`config.mk`:
```
export PLATFORM = sky130hd
export DESIGN_NAME = rolling_hash_pattern_counter
export DESIGN_NICKNAME = d
export VERILOG_FILES = /design/src/rtl/core/rhpc_pkg.sv /design/src/rtl/core/rhpc_ram.sv /design/src/rtl/core/rhpc_fifo.sv /design/src/rtl/core/rhpc_modarith.sv /design/src/rtl/core/rhpc_front.sv /design/src/rtl/core/rhpc_back.sv /design/src/rtl/core/rolling_hash_pattern_counter.sv
export VERILOG_INCLUDE_DIRS = /design/src /design/src/rtl/core
export SDC_FILE = /design/constraint.sdc
export NUM_CORES = 2
export LEC_CHECK = 0
export ABC_AREA = 1
export BUFFER_PORTS_ARGS = -buffer_cell sky130_fd_sc_hd__buf_2
export CAP_MARGIN = 10
export CORE_ASPECT_RATIO = 0.75
export CORE_MARGIN = 2
export CORE_UTILIZATION = 33
export DETAILED_ROUTE_END_ITERATION = 7
export PLACE_DENSITY = 0.48
export SETUP_SLACK_MARGIN = 0.2
export SLEW_MARGIN = 20
export SYNTH_ARGS = -nofsm -noshare
export SYNTH_HDL_FRONTEND = slang
export SYNTH_SLANG_ARGS = --single-unit
```
`constraint.sdc`:
```
create_clock -name clk -period 8.13 [get_ports clk]
set_clock_uncertainty 0.1 [all_clocks]
set_input_delay 2.439 -clock clk [delete_from_list [all_inputs] [get_ports clk]]
set_output_delay 2.439 -clock clk [all_outputs]
set_load 0.02 [all_outputs]
```
`src/rtl/core/rolling_hash_pattern_counter_macros.svh`:
```
// ----------------------------------------------------------------------------
// rolling hash pattern counter assertion macros
// shared assertion wrappers, compiled out when SYNTH is defined
// ----------------------------------------------------------------------------
`ifndef ROLLING_HASH_PATTERN_COUNTER_MACROS_SVH
`define ROLLING_HASH_PATTERN_COUNTER_MACROS_SVH

`ifndef SYNTH

// same-cycle implication
`define RHPC_ASSERT_IMPL(lbl, clk, rst_n, ante, cons) \
	lbl: assert property (@(posedge clk) disable iff (!rst_n) (ante) |-> (cons)) \
		else $error("implication check failed");

// next-cycle implication
`define RHPC_ASSERT_NEXT(lbl, clk, rst_n, ante, cons) \
	lbl: assert property (@(posedge clk) disable iff (!rst_n) (ante) |=> (cons)) \
		else $error("next-cycle check failed");

`else

`define RHPC_ASSERT_IMPL(lbl, clk, rst_n, ante, cons)
`define RHPC_ASSERT_NEXT(lbl, clk, rst_n, ante, cons)

`endif

`endif

```
`src/rtl/core/rhpc_pkg.sv`:
```
// ----------------------------------------------------------------------------
// rhpc_pkg
// shared types and constants of the rolling hash pattern counter
// ----------------------------------------------------------------------------
package rhpc_pkg;

	localparam int MAX_PATTERN_DEF = 64;

	// input command codes
	localparam logic [1:0] CMD_PATTERN = 2'd0;
	localparam logic [1:0] CMD_TEXT    = 2'd1;
	localparam logic [1:0] CMD_CLEAR   = 2'd2;

	// classified operation kinds
	localparam logic [1:0] OP_APPEND = 2'd0;
	localparam logic [1:0] OP_TEXT   = 2'd1;
	localparam logic [1:0] OP_CLEAR  = 2'd2;
	localparam logic [1:0] OP_NONE   = 2'd3;

	// modular unit operations
	localparam logic ARITH_RED = 1'b0;
	localparam logic ARITH_MUL = 1'b1;

	// register index
	localparam logic REG_BASE = 1'b0;
	localparam logic REG_MOD  = 1'b1;

	localparam logic [15:0] BASE_RST = 16'd256;
	localparam logic [30:0] MOD_RST  = 31'd1000000007;
	localparam logic [30:0] MOD_MIN  = 31'd2;

	typedef struct packed {
		logic [1:0] kind;
		logic [7:0] data;
		logic       last;
	} op_t;

	typedef struct packed {
		logic        window_full;
		logic        hash_equal;
		logic        match_found;
		logic [31:0] occurrence_count;
		logic        text_done;
	} result_t;

	typedef struct packed {
		logic [15:0] base;
		logic [30:0] modulus;
	} cfg_t;

	typedef struct packed {
		logic        start;
		logic        op;
		logic [31:0] a;
		logic [30:0] x;
	} arith_req_t;

endpackage

```
`src/rtl/core/rhpc_ram.sv`:
```
// ----------------------------------------------------------------------------
// rhpc_ram
// generic single-write, single-read ram with registered read data
// ----------------------------------------------------------------------------
module rhpc_ram #(
	parameter int WIDTH = 8,
	parameter int DEPTH = 64
) (
	input  logic                                  clk,
	input  logic                                  we,
	input  logic [(DEPTH > 1 ? $clog2(DEPTH) : 1)-1:0] waddr,
	input  logic [WIDTH-1:0]                      wdata,
	input  logic                                  re,
	input  logic [(DEPTH > 1 ? $clog2(DEPTH) : 1)-1:0] raddr,
	output logic [WIDTH-1:0]                      rdata
);

	logic [WIDTH-1:0] mem_q [DEPTH];
	logic [WIDTH-1:0] rdata_q;

	always_ff @(posedge clk) begin
		if (we) begin
			mem_q[waddr] <= wdata;
		end
		if (re) begin
			rdata_q <= mem_q[raddr];
		end
	end

	assign rdata = rdata_q;

endmodule

```
`src/rtl/core/rhpc_fifo.sv`:
```
// ----------------------------------------------------------------------------
// rhpc_fifo
// small register queue with push/full and pop/empty sides
// ----------------------------------------------------------------------------
module rhpc_fifo #(
	parameter int WIDTH = 8,
	parameter int DEPTH = 2
) (
	input  logic             clk,
	input  logic             arst_n,
	input  logic             push,
	input  logic [WIDTH-1:0] wdata,
	output logic             full,
	input  logic             pop,
	output logic [WIDTH-1:0] rdata,
	output logic             empty
);

	localparam int AW = DEPTH > 1 ? $clog2(DEPTH) : 1;
	localparam int CW = $clog2(DEPTH + 1);

	logic [WIDTH-1:0] mem_q [DEPTH];
	logic [AW-1:0]    wr_ptr_q;
	logic [AW-1:0]    rd_ptr_q;
	logic [CW-1:0]    count_q;
	logic             do_wr;
	logic             do_rd;

	assign full  = (count_q == CW'(DEPTH));
	assign empty = (count_q == '0);
	assign do_wr = push && !full;
	assign do_rd = pop && !empty;
	assign rdata = mem_q[rd_ptr_q];

	always_ff @(posedge clk or negedge arst_n) begin
		if (!arst_n) begin
			wr_ptr_q <= '0;
			rd_ptr_q <= '0;
			count_q  <= '0;
		end else begin
			if (do_wr) begin
				wr_ptr_q <= (wr_ptr_q == AW'(DEPTH - 1)) ? '0 : wr_ptr_q + 1'b1;
			end
			if (do_rd) begin
				rd_ptr_q <= (rd_ptr_q == AW'(DEPTH - 1)) ? '0 : rd_ptr_q + 1'b1;
			end
			if (do_wr && !do_rd) begin
				count_q <= count_q + 1'b1;
			end else if (do_rd && !do_wr) begin
				count_q <= count_q - 1'b1;
			end
		end
	end

	always_ff @(posedge clk) begin
		if (do_wr) begin
			mem_q[wr_ptr_q] <= wdata;
		end
	end

endmodule

```
`src/rtl/core/rhpc_modarith.sv`:
```
// ----------------------------------------------------------------------------
// rhpc_modarith
// bit-serial modular unit: reduce a 32-bit value, or multiply a 16-bit
// factor by a reduced operand, one bit per cycle
// ----------------------------------------------------------------------------
module rhpc_modarith (
	input  logic                  clk,
	input  logic                  arst_n,
	input  rhpc_pkg::arith_req_t  req,
	input  logic [30:0]           modulus,
	output logic                  done,
	output logic [30:0]           result
);

	logic        busy_q;
	logic        done_q;
	logic        op_q;
	logic [5:0]  cnt_q;
	logic [31:0] sh_q;
	logic [30:0] x_q;
	logic [30:0] acc_q;

	logic [31:0] mod_ext;
	logic [31:0] red_t;
	logic [31:0] red_n;
	logic [31:0] dbl;
	logic [31:0] dbl_n;
	logic [31:0] add_t;
	logic [31:0] add_n;
	logic [30:0] step_res;

	always_comb begin
		mod_ext = {1'b0, modulus};
		// reduce: shift in the next dividend bit
		red_t   = {acc_q, sh_q[31]};
		red_n   = (red_t >= mod_ext) ? red_t - mod_ext : red_t;
		// multiply: double, then add the operand when the factor bit is set
		dbl     = {acc_q, 1'b0};
		dbl_n   = (dbl >= mod_ext) ? dbl - mod_ext : dbl;
		add_t   = dbl_n + (sh_q[15] ? {1'b0, x_q} : 32'd0);
		add_n   = (add_t >= mod_ext) ? add_t - mod_ext : add_t;
		step_res = (op_q == rhpc_pkg::ARITH_MUL) ? add_n[30:0] : red_n[30:0];
	end

	always_ff @(posedge clk or negedge arst_n) begin
		if (!arst_n) begin
			busy_q <= 1'b0;
			done_q <= 1'b0;
			cnt_q  <= '0;
		end else begin
			done_q <= 1'b0;
			if (req.start) begin
				busy_q <= 1'b1;
				cnt_q  <= (req.op == rhpc_pkg::ARITH_MUL) ? 6'd15 : 6'd31;
			end else if (busy_q) begin
				if (cnt_q == '0) begin
					busy_q <= 1'b0;
					done_q <= 1'b1;
				end else begin
					cnt_q <= cnt_q - 1'b1;
				end
			end
		end
	end

	always_ff @(posedge clk) begin
		if (req.start) begin
			op_q  <= req.op;
			sh_q  <= req.a;
			x_q   <= req.x;
			acc_q <= '0;
		end else if (busy_q) begin
			acc_q <= step_res;
			sh_q  <= {sh_q[30:0], 1'b0};
		end
	end

	assign done   = done_q;
	assign result = acc_q;

endmodule

```
`src/rtl/core/rhpc_front.sv`:
```
// ----------------------------------------------------------------------------
// rhpc_front
// accepts requests, classifies the command and queues them for the back end
// ----------------------------------------------------------------------------
module rhpc_front (
	input  logic            clk,
	input  logic            arst_n,
	input  logic            push,
	output logic            full,
	input  logic [1:0]      command,
	input  logic [7:0]      byte_value,
	input  logic            end_of_text,
	output logic            op_valid,
	output rhpc_pkg::op_t   op,
	input  logic            op_take
);

	rhpc_pkg::op_t in_op;
	logic          q_empty;

	always_comb begin
		in_op.data = byte_value;
		in_op.last = 1'b0;
		case (command)
			rhpc_pkg::CMD_PATTERN: in_op.kind = rhpc_pkg::OP_APPEND;
			rhpc_pkg::CMD_TEXT: begin
				in_op.kind = rhpc_pkg::OP_TEXT;
				// end mark only matters on text
				in_op.last = end_of_text;
			end
			rhpc_pkg::CMD_CLEAR:   in_op.kind = rhpc_pkg::OP_CLEAR;
			default:               in_op.kind = rhpc_pkg::OP_NONE;
		endcase
	end

	rhpc_fifo #(
		.WIDTH ($bits(rhpc_pkg::op_t)),
		.DEPTH (2)
	) u_op_q (
		.clk    (clk),
		.arst_n (arst_n),
		.push   (push),
		.wdata  (in_op),
		.full   (full),
		.pop    (op_take),
		.rdata  (op),
		.empty  (q_empty)
	);

	assign op_valid = !q_empty;

endmodule

```
`src/rtl/core/rhpc_back.sv`:
```
// ----------------------------------------------------------------------------
// rhpc_back
// sequencer that updates pattern and window hashes through the shared
// modular unit and verifies hash hits byte by byte
// ----------------------------------------------------------------------------
`include "rolling_hash_pattern_counter_macros.svh"

module rhpc_back #(
	parameter int MAX_PATTERN = rhpc_pkg::MAX_PATTERN_DEF
) (
	input  logic                clk,
	input  logic                arst_n,
	input  rhpc_pkg::cfg_t      cfg,
	input  logic                op_valid,
	input  rhpc_pkg::op_t       op,
	output logic                op_take,
	input  logic                res_full,
	output logic                res_push,
	output rhpc_pkg::result_t   res
);

	localparam int IW = MAX_PATTERN > 1 ? $clog2(MAX_PATTERN) : 1;
	localparam int LW = $clog2(MAX_PATTERN + 1);

	localparam logic [3:0] ST_IDLE    = 4'd0;
	localparam logic [3:0] ST_PH_RED  = 4'd1;
	localparam logic [3:0] ST_PH_MUL  = 4'd2;
	localparam logic [3:0] ST_PH_ADD  = 4'd3;
	localparam logic [3:0] ST_W_RED   = 4'd4;
	localparam logic [3:0] ST_W_MUL   = 4'd5;
	localparam logic [3:0] ST_H_RED   = 4'd6;
	localparam logic [3:0] ST_W2_RED  = 4'd7;
	localparam logic [3:0] ST_SUB_MUL = 4'd8;
	localparam logic [3:0] ST_T_MUL   = 4'd9;
	localparam logic [3:0] ST_T_ADD   = 4'd10;
	localparam logic [3:0] ST_P_RED   = 4'd11;
	localparam logic [3:0] ST_V_RD    = 4'd12;
	localparam logic [3:0] ST_V_CMP   = 4'd13;
	localparam logic [3:0] ST_OUT     = 4'd14;

	logic [3:0]           state_q;
	logic [LW-1:0]        len_q;
	logic [LW-1:0]        fill_q;
	logic [IW-1:0]        head_q;
	logic [30:0]          ph_q;
	logic [30:0]          w_q;
	logic [30:0]          wh_q;
	logic [31:0]          total_q;
	logic [LW-1:0]        j_q;
	logic                 prefill_q;
	logic                 full_q;
	logic                 heq_q;
	logic                 found_q;
	logic                 done_q;
	rhpc_pkg::op_t        op_q;
	logic [30:0]          h_q;
	logic [IW-1:0]        waddr_q;
	rhpc_pkg::arith_req_t req_q;

	logic                 ar_done;
	logic [30:0]          ar_res;
	logic [31:0]          mod_ext;
	logic [31:0]          t_sum;
	logic [31:0]          t_red;
	logic                 dispatch;
	logic                 slide;
	logic [IW-1:0]        vaddr;
	logic                 pat_we;
	logic                 win_we;
	logic                 win_re;
	logic                 pat_re;
	logic [IW-1:0]        win_raddr;
	logic [7:0]           win_rdata;
	logic [7:0]           pat_rdata;

	function automatic logic [IW-1:0] wrap_idx(input logic [LW:0] s);
		logic [LW:0] lim;
		lim = (LW + 1)'(MAX_PATTERN);
		if (s >= lim) begin
			return IW'(s - lim);
		end
		return IW'(s);
	endfunction

	always_comb begin
		mod_ext   = {1'b0, cfg.modulus};
		// h and sub are both below the modulus, so one subtract settles t
		t_sum     = {1'b0, h_q} + mod_ext - {1'b0, ar_res};
		t_red     = (t_sum >= mod_ext) ? t_sum - mod_ext : t_sum;
		dispatch  = (state_q == ST_IDLE) && op_valid && !res_full;
		slide     = (fill_q == len_q);
		vaddr     = wrap_idx((LW + 1)'(head_q) + (LW + 1)'(j_q));
		pat_we    = dispatch && (op.kind == rhpc_pkg::OP_APPEND)
		            && (len_q < LW'(MAX_PATTERN));
		win_we    = (state_q == ST_T_ADD) && ar_done;
		win_re    = (dispatch && (op.kind == rhpc_pkg::OP_TEXT) && (len_q != '0) && slide)
		            || (state_q == ST_V_RD);
		pat_re    = (state_q == ST_V_RD);
		win_raddr = (state_q == ST_IDLE) ? head_q : vaddr;
	end

	assign op_take  = dispatch;
	assign res_push = (state_q == ST_OUT);

	always_comb begin
		res.window_full      = full_q;
		res.hash_equal       = heq_q;
		res.match_found      = found_q;
		res.occurrence_count = total_q;
		res.text_done        = done_q;
	end

	always_ff @(posedge clk or negedge arst_n) begin
		if (!arst_n) begin
			state_q     <= ST_IDLE;
			len_q       <= '0;
			fill_q      <= '0;
			head_q      <= '0;
			ph_q        <= '0;
			w_q         <= 31'd1;
			wh_q        <= '0;
			total_q     <= '0;
			j_q         <= '0;
			prefill_q   <= 1'b0;
			full_q      <= 1'b0;
			heq_q       <= 1'b0;
			found_q     <= 1'b0;
			done_q      <= 1'b0;
			waddr_q     <= '0;
			req_q       <= '0;
		end else begin
			req_q.start <= 1'b0;
			case (state_q)
				ST_IDLE: begin
					if (dispatch) begin
						full_q  <= 1'b0;
						heq_q   <= 1'b0;
						found_q <= 1'b0;
						done_q  <= op.last;
						case (op.kind)
							rhpc_pkg::OP_APPEND: begin
								fill_q  <= '0;
								head_q  <= '0;
								wh_q    <= '0;
								total_q <= '0;
								if (len_q < LW'(MAX_PATTERN)) begin
									req_q <= '{1'b1, rhpc_pkg::ARITH_RED, {1'b0, ph_q}, 31'd0};
									state_q <= ST_PH_RED;
								end else begin
									state_q <= ST_OUT;
								end
							end
							rhpc_pkg::OP_CLEAR: begin
								len_q   <= '0;
								ph_q    <= '0;
								w_q     <= 31'd1;
								fill_q  <= '0;
								head_q  <= '0;
								wh_q    <= '0;
								total_q <= '0;
								state_q <= ST_OUT;
							end
							rhpc_pkg::OP_TEXT: begin
								if (len_q == '0) begin
									state_q <= ST_OUT;
								end else begin
									prefill_q <= !slide;
									waddr_q   <= wrap_idx((LW + 1)'(head_q)
									             + (LW + 1)'(slide ? len_q : fill_q));
									req_q <= '{1'b1, rhpc_pkg::ARITH_RED, {1'b0, wh_q}, 31'd0};
									state_q <= ST_H_RED;
								end
							end
							default: state_q <= ST_OUT;
						endcase
					end
				end
				ST_PH_RED: if (ar_done) begin
					req_q <= '{1'b1, rhpc_pkg::ARITH_MUL, {16'd0, cfg.base}, ar_res};
					state_q <= ST_PH_MUL;
				end
				ST_PH_MUL: if (ar_done) begin
					req_q <= '{1'b1, rhpc_pkg::ARITH_RED,
					           {1'b0, ar_res} + {24'd0, op_q.data}, 31'd0};
					state_q <= ST_PH_ADD;
				end
				ST_PH_ADD: if (ar_done) begin
					ph_q <= ar_res;
					if (len_q != '0) begin
						req_q <= '{1'b1, rhpc_pkg::ARITH_RED, {1'b0, w_q}, 31'd0};
						state_q <= ST_W_RED;
					end else begin
						len_q   <= len_q + 1'b1;
						state_q <= ST_OUT;
					end
				end
				ST_W_RED: if (ar_done) begin
					req_q <= '{1'b1, rhpc_pkg::ARITH_MUL, {16'd0, cfg.base}, ar_res};
					state_q <= ST_W_MUL;
				end
				ST_W_MUL: if (ar_done) begin
					w_q     <= ar_res;
					len_q   <= len_q + 1'b1;
					state_q <= ST_OUT;
				end
				ST_H_RED: if (ar_done) begin
					if (prefill_q) begin
						req_q <= '{1'b1, rhpc_pkg::ARITH_MUL, {16'd0, cfg.base}, ar_res};
						state_q <= ST_T_MUL;
					end else begin
						req_q <= '{1'b1, rhpc_pkg::ARITH_RED, {1'b0, w_q}, 31'd0};
						state_q <= ST_W2_RED;
					end
				end
				ST_W2_RED: if (ar_done) begin
					// leading byte times the weight
					req_q <= '{1'b1, rhpc_pkg::ARITH_MUL, {24'd0, win_rdata}, ar_res};
					state_q <= ST_SUB_MUL;
				end
				ST_SUB_MUL: if (ar_done) begin
					req_q <= '{1'b1, rhpc_pkg::ARITH_MUL, {16'd0, cfg.base}, t_red[30:0]};
					state_q <= ST_T_MUL;
				end
				ST_T_MUL: if (ar_done) begin
					req_q <= '{1'b1, rhpc_pkg::ARITH_RED,
					           {1'b0, ar_res} + {24'd0, op_q.data}, 31'd0};
					state_q <= ST_T_ADD;
				end
				ST_T_ADD: if (ar_done) begin
					wh_q <= ar_res;
					if (prefill_q) begin
						fill_q <= fill_q + 1'b1;
					end else begin
						head_q <= wrap_idx((LW + 1)'(head_q) + (LW + 1)'(1));
					end
					if (!prefill_q || (fill_q + 1'b1 == len_q)) begin
						full_q <= 1'b1;
						req_q <= '{1'b1, rhpc_pkg::ARITH_RED, {1'b0, ph_q}, 31'd0};
						state_q <= ST_P_RED;
					end else begin
						state_q <= ST_OUT;
					end
				end
				ST_P_RED: if (ar_done) begin
					if (ar_res == wh_q) begin
						heq_q   <= 1'b1;
						j_q     <= '0;
						state_q <= ST_V_RD;
					end else begin
						state_q <= ST_OUT;
					end
				end
				ST_V_RD: state_q <= ST_V_CMP;
				ST_V_CMP: begin
					if (win_rdata != pat_rdata) begin
						state_q <= ST_OUT;
					end else if (j_q + 1'b1 == len_q) begin
						found_q <= 1'b1;
						if (total_q != '1) begin
							total_q <= total_q + 1'b1;
						end
						state_q <= ST_OUT;
					end else begin
						j_q     <= j_q + 1'b1;
						state_q <= ST_V_RD;
					end
				end
				ST_OUT: begin
					// last text byte closes the text
					if (done_q) begin
						fill_q  <= '0;
						head_q  <= '0;
						wh_q    <= '0;
						total_q <= '0;
					end
					state_q <= ST_IDLE;
				end
				default: state_q <= ST_IDLE;
			endcase
		end
	end

	// request payload and reduced window hash, no reset
	always_ff @(posedge clk) begin
		if (dispatch) begin
			op_q <= op;
		end
		if ((state_q == ST_H_RED) && ar_done) begin
			h_q <= ar_res;
		end
	end

	rhpc_modarith u_arith (
		.clk     (clk),
		.arst_n  (arst_n),
		.req     (req_q),
		.modulus (cfg.modulus),
		.done    (ar_done),
		.result  (ar_res)
	);

	rhpc_ram #(
		.WIDTH (8),
		.DEPTH (MAX_PATTERN)
	) u_pattern_ram (
		.clk   (clk),
		.we    (pat_we),
		.waddr (IW'(len_q)),
		.wdata (op.data),
		.re    (pat_re),
		.raddr (IW'(j_q)),
		.rdata (pat_rdata)
	);

	rhpc_ram #(
		.WIDTH (8),
		.DEPTH (MAX_PATTERN)
	) u_window_ram (
		.clk   (clk),
		.we    (win_we),
		.waddr (waddr_q),
		.wdata (op_q.data),
		.re    (win_re),
		.raddr (win_raddr),
		.rdata (win_rdata)
	);

	`RHPC_ASSERT_IMPL(a_fill_bound, clk, arst_n, 1'b1, fill_q <= len_q)
	`RHPC_ASSERT_IMPL(a_head_bound, clk, arst_n, 1'b1, (LW + 1)'(head_q) < (LW + 1)'(MAX_PATTERN))
	`RHPC_ASSERT_IMPL(a_start_busy, clk, arst_n, req_q.start, state_q != ST_IDLE && state_q != ST_OUT)
	`RHPC_ASSERT_NEXT(a_out_idle, clk, arst_n, state_q == ST_OUT, state_q == ST_IDLE)

endmodule

```
`src/rtl/core/rolling_hash_pattern_counter.sv`:
```
// ----------------------------------------------------------------------------
// rolling_hash_pattern_counter
// rabin-karp matcher counting pattern occurrences in a byte stream
// ----------------------------------------------------------------------------
// Requests enter through push/full: command 0 appends a pattern byte, 1 feeds
// a text byte (end_of_text marks the last one), 2 clears pattern and text.
// Every request gives exactly one result on the empty/pop side, in order.
// The front queues up to two requests; the back handles one at a time through
// a bit-serial modular unit. Clear, an unused code or text with no pattern go
// straight to the result; a pattern byte or text byte takes a series of
// reductions and multiplies, more for a later pattern byte and for a text byte
// that fills or slides the window, and a hash hit is then verified byte by
// byte against the pattern memory. The back takes a new request only once the
// current one has given its result, so the modular unit sets the throughput.
// Registers hash_base (0x0) and hash_modulus (0x4) are written over the APB
// port; the user must write them only while the block is idle, which the
// block itself does not enforce. A modulus below two acts as two.
// Reset empties both queues, clears pattern and text state and loads the
// register defaults. A stalled receiver fills the two-entry result queue,
// after which the back stops taking requests and full rises once the front
// queue is full too.
// ----------------------------------------------------------------------------
module rolling_hash_pattern_counter #(
	parameter int MAX_PATTERN = rhpc_pkg::MAX_PATTERN_DEF
) (
	input  logic        clk,
	input  logic        arst_n,
	input  logic        psel,
	input  logic        penable,
	input  logic        pwrite,
	input  logic [2:0]  paddr,
	input  logic [31:0] pwdata,
	output logic [31:0] prdata,
	output logic        pready,
	input  logic        push,
	output logic        full,
	input  logic [1:0]  command,
	input  logic [7:0]  byte_value,
	input  logic        end_of_text,
	output logic        empty,
	input  logic        pop,
	output logic        window_full,
	output logic        hash_equal,
	output logic        match_found,
	output logic [31:0] occurrence_count,
	output logic        text_done
);

	logic [15:0]         base_q;
	logic [30:0]         mod_q;
	rhpc_pkg::cfg_t      cfg;
	logic                op_valid;
	rhpc_pkg::op_t       op;
	logic                op_take;
	logic                res_full;
	logic                res_push;
	rhpc_pkg::result_t   res_in;
	rhpc_pkg::result_t   res_out;

	assign pready = 1'b1;

	always_ff @(posedge clk or negedge arst_n) begin
		if (!arst_n) begin
			base_q <= rhpc_pkg::BASE_RST;
			mod_q  <= rhpc_pkg::MOD_RST;
		end else if (psel && penable && pwrite) begin
			case (paddr[2])
				rhpc_pkg::REG_BASE: base_q <= pwdata[15:0];
				rhpc_pkg::REG_MOD:  mod_q  <= pwdata[30:0];
				default:            base_q <= base_q;
			endcase
		end
	end

	always_comb begin
		case (paddr[2])
			rhpc_pkg::REG_BASE: prdata = {16'd0, base_q};
			rhpc_pkg::REG_MOD:  prdata = {1'b0, mod_q};
			default:            prdata = '0;
		endcase
	end

	always_comb begin
		cfg.base    = base_q;
		cfg.modulus = (mod_q < rhpc_pkg::MOD_MIN) ? rhpc_pkg::MOD_MIN : mod_q;
	end

	rhpc_front u_front (
		.clk         (clk),
		.arst_n      (arst_n),
		.push        (push),
		.full        (full),
		.command     (command),
		.byte_value  (byte_value),
		.end_of_text (end_of_text),
		.op_valid    (op_valid),
		.op          (op),
		.op_take     (op_take)
	);

	rhpc_back #(
		.MAX_PATTERN (MAX_PATTERN)
	) u_back (
		.clk      (clk),
		.arst_n   (arst_n),
		.cfg      (cfg),
		.op_valid (op_valid),
		.op       (op),
		.op_take  (op_take),
		.res_full (res_full),
		.res_push (res_push),
		.res      (res_in)
	);

	rhpc_fifo #(
		.WIDTH ($bits(rhpc_pkg::result_t)),
		.DEPTH (2)
	) u_res_q (
		.clk    (clk),
		.arst_n (arst_n),
		.push   (res_push),
		.wdata  (res_in),
		.full   (res_full),
		.pop    (pop),
		.rdata  (res_out),
		.empty  (empty)
	);

	assign window_full      = res_out.window_full;
	assign hash_equal       = res_out.hash_equal;
	assign match_found      = res_out.match_found;
	assign occurrence_count = res_out.occurrence_count;
	assign text_done        = res_out.text_done;

endmodule

```
## After elaboration in Yosys (flattened, before gate mapping)

Memory sizes are Yosys's and may differ from the RTL's. A register that Yosys moved wholly into a read port is not among the register bits.
Cells that the tools add are included.

| storage, ports and cells | value |
|---|---|
| ROM bits | 0 |
| memories kept | 4 |
| bits in registers | 429 |
| bits in latches | 0 |
| output and inout bits | 71 |
| RAM bits | 1118 |
| input bits | 53 |

Memories:

| name | depth | width | rd ports | clocked after Yosys merged registers in | wr ports | line | text |
|---|---|---|---|---|---|---|---|
| u_back.u_pattern_ram.mem_q | 64 | 8 | 1 | 1 | 1 | rhpc_ram.sv:18 | `logic [WIDTH-1:0] mem_q [DEPTH];` |
| u_back.u_window_ram.mem_q | 64 | 8 | 1 | 1 | 1 | rhpc_ram.sv:18 |  |
| u_res_q.mem_q | 2 | 36 | 1 | 0 | 1 | rhpc_fifo.sv:22 | `logic [WIDTH-1:0] mem_q [DEPTH];` |
| u_front.u_op_q.mem_q | 2 | 11 | 1 | 0 | 1 | rhpc_fifo.sv:22 |  |

| cells by class | value |
|---|---|
| multiplexer cells | 144 |
| multiply operators | 0 |
| div/mod/pow operators | 0 |
| reduce and logical (&&, ||, !) cells | 73 |
| eq/ne operators | 57 |
| order comparisons | 9 |
| shift-type cells | 0 |
| bitwise logic cells | 2 |
| $add $sub $neg | 27 |

Operators with widths:

| operator | count |
|---|---|
| $mux 65 | 12 |
| $pmux 65 s8 | 1 |
| $mux 31 | 14 |
| $mux 32 | 9 |
| $pmux 65 s2 | 1 |
| $ge 32x31->1 | 4 |
| $pmux 31 s2 | 2 |
| $mux 7 | 15 |
| $pmux 32 s3 | 1 |
| $pmux 31 s3 | 1 |
| $sub 31x31->31 | 3 |
| $mux 6 | 15 |
| $mux 4 | 17 |
| $mux 64 | 1 |
| $pmux 32 s2 | 1 |
| $sub 32x31->32 | 2 |
| $pmux 4 s14 | 1 |
| $pmux 7 s3 | 2 |
| $ne 2x2->1 const B | 20 |
| $mux 1 | 36 |
| $add 31x31->32 | 1 |
| $add 31x8->32 | 1 |
| $add 32x1->32 const B | 1 |
| $add 32x31->32 | 1 |
| other kinds (52) | 150 |

## Longest topological paths before layout

| logic depth | value |
|---|---|
| word-level depth | 10 |
| mapped depth | 45 |

## By module

From an unflattened synthesis, not the netlist that was laid out.

| unflattened totals | value |
|---|---|
| cells, all modules | 9164 |
| area, all modules | 82148.8 um^2 |

Modules (own cells, without submodules):

| module | seq. area each (um^2) | area each (um^2) | cells each | times used |
|---|---|---|---|---|
| rhpc_ram (u_back.u_window_ram) | 15615.0 | 21419.3 | 1805 | 1 |
| rhpc_ram (u_back.u_pattern_ram) | 15615.0 | 21371.7 | 1822 | 1 |
| rhpc_back | 6977.9 | 21135.3 | 2980 | 1 |
| rhpc_modarith | 2742.6 | 11858.9 | 1909 | 1 |
| rhpc_fifo (u_res_q) | 2262.2 | 2846.5 | 219 | 1 |
| rolling_hash_pattern_counter | 1197.4 | 2467.4 | 335 | 1 |
| rhpc_fifo (u_front.u_op_q) | 760.7 | 1028.5 | 89 | 1 |
| rhpc_front | 0.0 | 21.3 | 5 | 1 |

## Worst setup path after synthesis

No wires, ideal clock.

| timing | value |
|---|---|
| path type | register to register |
| from | reg mod_q[1] |
| to | reg u_back.u_arith.acc_q[0], in the netlist u_back.u_arith.result[0] |
| arrival | 6.234 ns |
| cell stages (with the launch flop) | 39 |
| required time | 7.910 ns |
| path slack | 1.676 ns |
| path buffers | 2 |
| cell sequence | dfstp_2 or2_1 nor2_2 nand2_2 nor2_1 nor2_1 fa_1 a21oi_1 o21ai_2 nand2_1 nand2_1 o21ai_1 nand2_1 clkbuf_1 o21ai_0 inv_1 fa_1 nor2_1 [3 not listed] o21bai_1 nand4_1 nand2_1 xor2_1 inv_1 ha_1 nand2_1 nor2_1 a211o_1 a21oi_1 nand3_1 nand2_1 nand2_1 a21oi_4 clkbuf_1 nand3_1 nand3_1 a21oi_1 |

| between the ends | value |
|---|---|
| word-level cells in the longest chain between the ends | 8 |
| elaborated cells between the ends (all ways) | 13 |
| those cells by class | add/sub (4); order compare (4); mux (5) |

Ends and longest elaborated chain:

| what | line | text |
|---|---|---|
| from (decl) | rolling_hash_pattern_counter.sv:50 | `logic [30:0] mod_q;` |
| from (signal assigned) | rolling_hash_pattern_counter.sv:65 | `mod_q <= rhpc_pkg::MOD_RST;` |
| from (signal assigned) | rolling_hash_pattern_counter.sv:69 | `rhpc_pkg::REG_MOD: mod_q <= pwdata[30:0];` |
| $lt 31x2->1 | rolling_hash_pattern_counter.sv:85 | `cfg.modulus = (mod_q < rhpc_pkg::MOD_MIN) ? rhpc_pkg::MOD_MIN : mod_q;` |
| $mux 31 (*) | rolling_hash_pattern_counter.sv:85 |  |
| $sub 32x31->32 / $ge 32x31->1 (equally long branches) | rhpc_modarith.sv:39 | `dbl_n = (dbl >= mod_ext) ? dbl - mod_ext : dbl;` |
| $mux 32 | rhpc_modarith.sv:39 |  |
| $add 32x31->32 | rhpc_modarith.sv:40 | `add_t = dbl_n + (sh_q[15] ? {1'b0, x_q} : 32'd0);` |
| $sub 31x31->31 / $ge 32x31->1 (equally long branches) | rhpc_modarith.sv:41 | `add_n = (add_t >= mod_ext) ? add_t - mod_ext : add_t;` |
| $mux 31 | rhpc_modarith.sv:41 |  |
| $mux 31 (*) | rhpc_modarith.sv:42 | `step_res = (op_q == rhpc_pkg::ARITH_MUL) ? add_n[30:0] : red_n[30:0];` |
| to (signal assigned) | rhpc_modarith.sv:73 | `acc_q <= step_res;` |
| to (decl) | rhpc_modarith.sv:21 | `logic [30:0] acc_q;` |

Every way passes the cells marked *; elsewhere a longest branch is shown, timed or not.
A chain may end at the register's enable or synchronous reset.

## Worst setup path after layout

| timing | value |
|---|---|
| from | reg mod_q[15] |
| to | reg u_back.u_arith.acc_q[25], in the netlist u_back.u_arith.result[25] |

Same word-level chain as after synthesis.

==> results by group <==
Outcome
  • Outcome: finished, final reports clean

Routing
  • Detail Route Antenna Nets: 0
  • First-pass detailed-route iteration total: 6
  • DR vias: 58900
  • Routed vias/inst: 5.32
  • DRT iter0 DRCs: 5677
  • Total Wirelength: 264 mm
  • Routed WL per cell: 23.8 µm
  • DRC: 0

Finish
  • Layout cells sized above 1: 8.21%
  • Final instance area: 86800 µm²
  • Final Net Count: 8123
  • Area Overhead vs Synth: 12.7%
  • Post-Layout Cell Count: 11100

Setup path
  • Crit-path max FO: 17
  • Req. time, crit path: 8.75 ns
  • Most frequent CP cell: nand2_1
  • Largest stage delay, worst path: 0.53 ns
  • Critical path type: reg -> reg
  • CP endpoint kind: flip-flop
  • Slowest-stage cell, CP: dfstp_4
  • Startpoint types: flip-flop
  • Crit path DAT: 8.08 ns
  • Worst Path Buf+Inv: 5
  • Delay-heaviest family, CP: simple AND/OR/NAND/NOR gates

Placement
  • RePlAce Congestion: 0.960
  • I/O Buffers: 118
  • Inst Count DP: 10800
  • Placed instance area: 81500 µm²
  • Final HPWL DP: 179 mm

GRT
  • Gr ovfl total: 0
  • Initial antenna violation count: 4
  • First-pass GRT wire length: 384 mm
  • Largest net degree at the start of global routing: 138
  • Number of global-route vias before repair: 56400
  • GR Util All Layers: 21.6%

Yosys
  • Cell variety after synth: 73
  • Top cells by instance count after synthesis: nand2_1 (1271), edfxtp_1 (1237), nor2_1 (771)
  • Ys flop type: edfxtp_1
  • Syn avg cell area: 9.93 µm²
  • Synth area leader: edfxtp_1
  • FF+latch count, synth: 1563
  • Top area cells in the synthesized netlist: edfxtp_1 (48%), dfrtp_1 (9.0%), nand2_1 (6.2%)
  • Post-synthesis cell count: 7754
  • Syn. warnings: 0
  • Syn nets: 8029
  • Synth top area share: 48.2%
  • Most frequent cell after synthesis: nand2_1
  • EDFF count, synth: 1237
  • Mapped cell area: 77000 µm²
  • Seq/Total Area, Yosys: 58.6%
  • Async SR Flop Fraction: 18.9%

Clock network
  • Clock buffer depth: 4
  • CTS sink cnt: 1563
  • Num CTS Buffers: 172
  • CTS H-tree depth: 4
  • Clock tree root driver cell: clkbuf_16
  • # hold bufs at CTS: 0
  • CTS clk-pin slew, worst paths: 0.06 ns
  • Skew-Pair Late Insertion Delay: 0.86 ns
  • CTS tree: yes

Power
  • Power, Total: 0.0419 W
  • Int Power: 0.0218 W
  • Combinational share of power: 57.1%
  • Power Density: 482 nW/µm²
  • Worst VDD drop: 0.000408 V
  • NetSw: 0.0201 W
  • Clock share of power: 18.0%
  • Sequential power share: 24.9%
  • Net Sw Frac: 48.1%
  • Leak: 33.2 nW

Timing
  • Max Fclk: 0.134 GHz
  • Slew @ Worst Pin: 1.10 ns
  • RSZ-0062 raised after global routing: no
  • Fin. Hold Viols: 0
  • Max-slew headroom: 26.4%
  • Slew Limit Fails: 0
  • Crit path time final: 7.47 ns
  • Final setup fails: 0
  • Final Cycle Share: 91.8%
  • Hold WS: 0.351 ns
  • Sum Neg Setup Slack: 0 ns

Floorplanning
  • # rows: 153
  • Die height: 422 µm
  • Die X: 562 µm
  • IO Pins: 124
  • Core area: 232000 µm²
  • Die Area: 237000 µm²
  • Initial Util: 33.2%

Hold path
  • Hold/Removal Path Class: reg -> reg

Run
  • Maxcap violations: 0
[through the flow]
| stage | util (%) | setup WS [ns] |
|---|---|---|
| global placement | 35.1 | 0.408 |
| detailed placement | 35.1 | 0.431 |
| CTS | 37.4 | 0.389 |
| floorplan | - | 1.68 |
| global route | 37.4 | 0.182 |
| finish | 37.4 | 0.663 |
[path summary, 6_finish.rpt]
check	from	endpoint	slack (ns)	cells after the start
worst max-delay path	mod_q[15]	u_back.u_arith.result[25]	0.66	44
worst min-delay path	u_back.req_q[20]	u_back.u_arith.x_q[20]	0.35	0
worst max register to register	mod_q[15]	u_back.u_arith.result[25]	0.66	44
worst min register to register	u_back.req_q[20]	u_back.u_arith.x_q[20]	0.35	0
max in group asynchronous	arst_n	u_back.u_arith.busy_q	4.99	2
min in group asynchronous	arst_n	u_back.total_q[4]	1.54	1
[sequential cells by signal, summed over array words and instances, names as in the netlist, 8 cells and up]
register                    count
u_back.req_q                   65
u_back.u_arith.sh_q            32
base_q                         16
u_back.wh_q                    31
u_front.u_op_q.mem_q           22
mod_q                          31
u_back.u_window_ram.mem_q     512
u_back.w_q                     31
u_back.u_pattern_ram.rdata      8
u_back.h_q                     31
u_res_q.mem_q                  72
u_back.u_window_ram.rdata       8
u_back.total_q                 32
u_back.op_q                     8
u_back.u_arith.result          31
u_back.u_pattern_ram.mem_q    512
u_back.u_arith.x_q             31
u_back.ph_q                    31
[per-layer routing]
layer  vias to the layer above  global-route usage [%]  part of all wire [%]  wire [µm]
met5                         -                       0                     0          0
met4                         0                    6.13                   2.9       7700
met3                       359                    3.41                   6.9      18100
met2                      1933                    31.3                    42     111000
met1                     29200                    33.0                    48     127000
li1                      27500                       -                     -          -
[repair_timing]
action,4_1_cts,5_1_grt
resized for setup,0,12
buffers inserted,0,2
endpoints found under the setup margin,0,58
[cell type report]
| class | count | area [µm²] |
|---|---|---|
| Inverter | 777 | 2930 |
| Multi-Input combinational cell | 5028 | 27500 |
| Fill cell | 23200 | 145000 |
| Clock buffer | 221 | 4560 |
| Sequential cell | 1563 | 45200 |
| Tap cell | 3100 | 3880 |
| Antenna cell | 2 | 5.00 |
| Clock inverter | 85 | 682 |
| Timing Repair Buffer | 306 | 2060 |
[layout by cell type, fill, tap and decap left out, drive strengths merged, types with 48 or more instances in the layout]
cell type	netlist	final
nor2	781	781
buf	88	306
inv	770	771
a21oi	620	620
o221ai	227	227
o211ai	48	48
xnor2	80	80
o21ai	683	683
ha	184	184
clkbuf	298	221
nor3	80	80
clkinv	7	79
nand2	1285	1285
edfxtp	1237	1237
o22ai	124	124
nand4	95	95
nand3	418	418
xor2	151	151
dfrtp	277	277
[kinds of logic after synthesis]
logic type | after synthesis | synth area share (%)
adders and majority gates | 222 | 3.98
xor gates and xnor gates | 231 | 2.63
DFF | 1563 | 58.6
other | 2 | 0.00975
AOI/OAI and AO/OA | 1850 | 14.0
buffers and inverters | 1163 | 5.87
and+or+nand+nor | 2723 | 14.8
[power by group through the flow]
stage | Clock (W) | Combinational, W | Sequential, W
floorplan | 0 | 0.0158 | 0.0106
global placement | 0 | 0.0235 | 0.0106
detailed placement | 0 | 0.0234 | 0.0106
CTS | 0.00770 | 0.0236 | 0.0104
global route | 0.00801 | 0.0263 | 0.0105
finish | 0.00753 | 0.0239 | 0.0104
(Power assumes the default switching activity.)
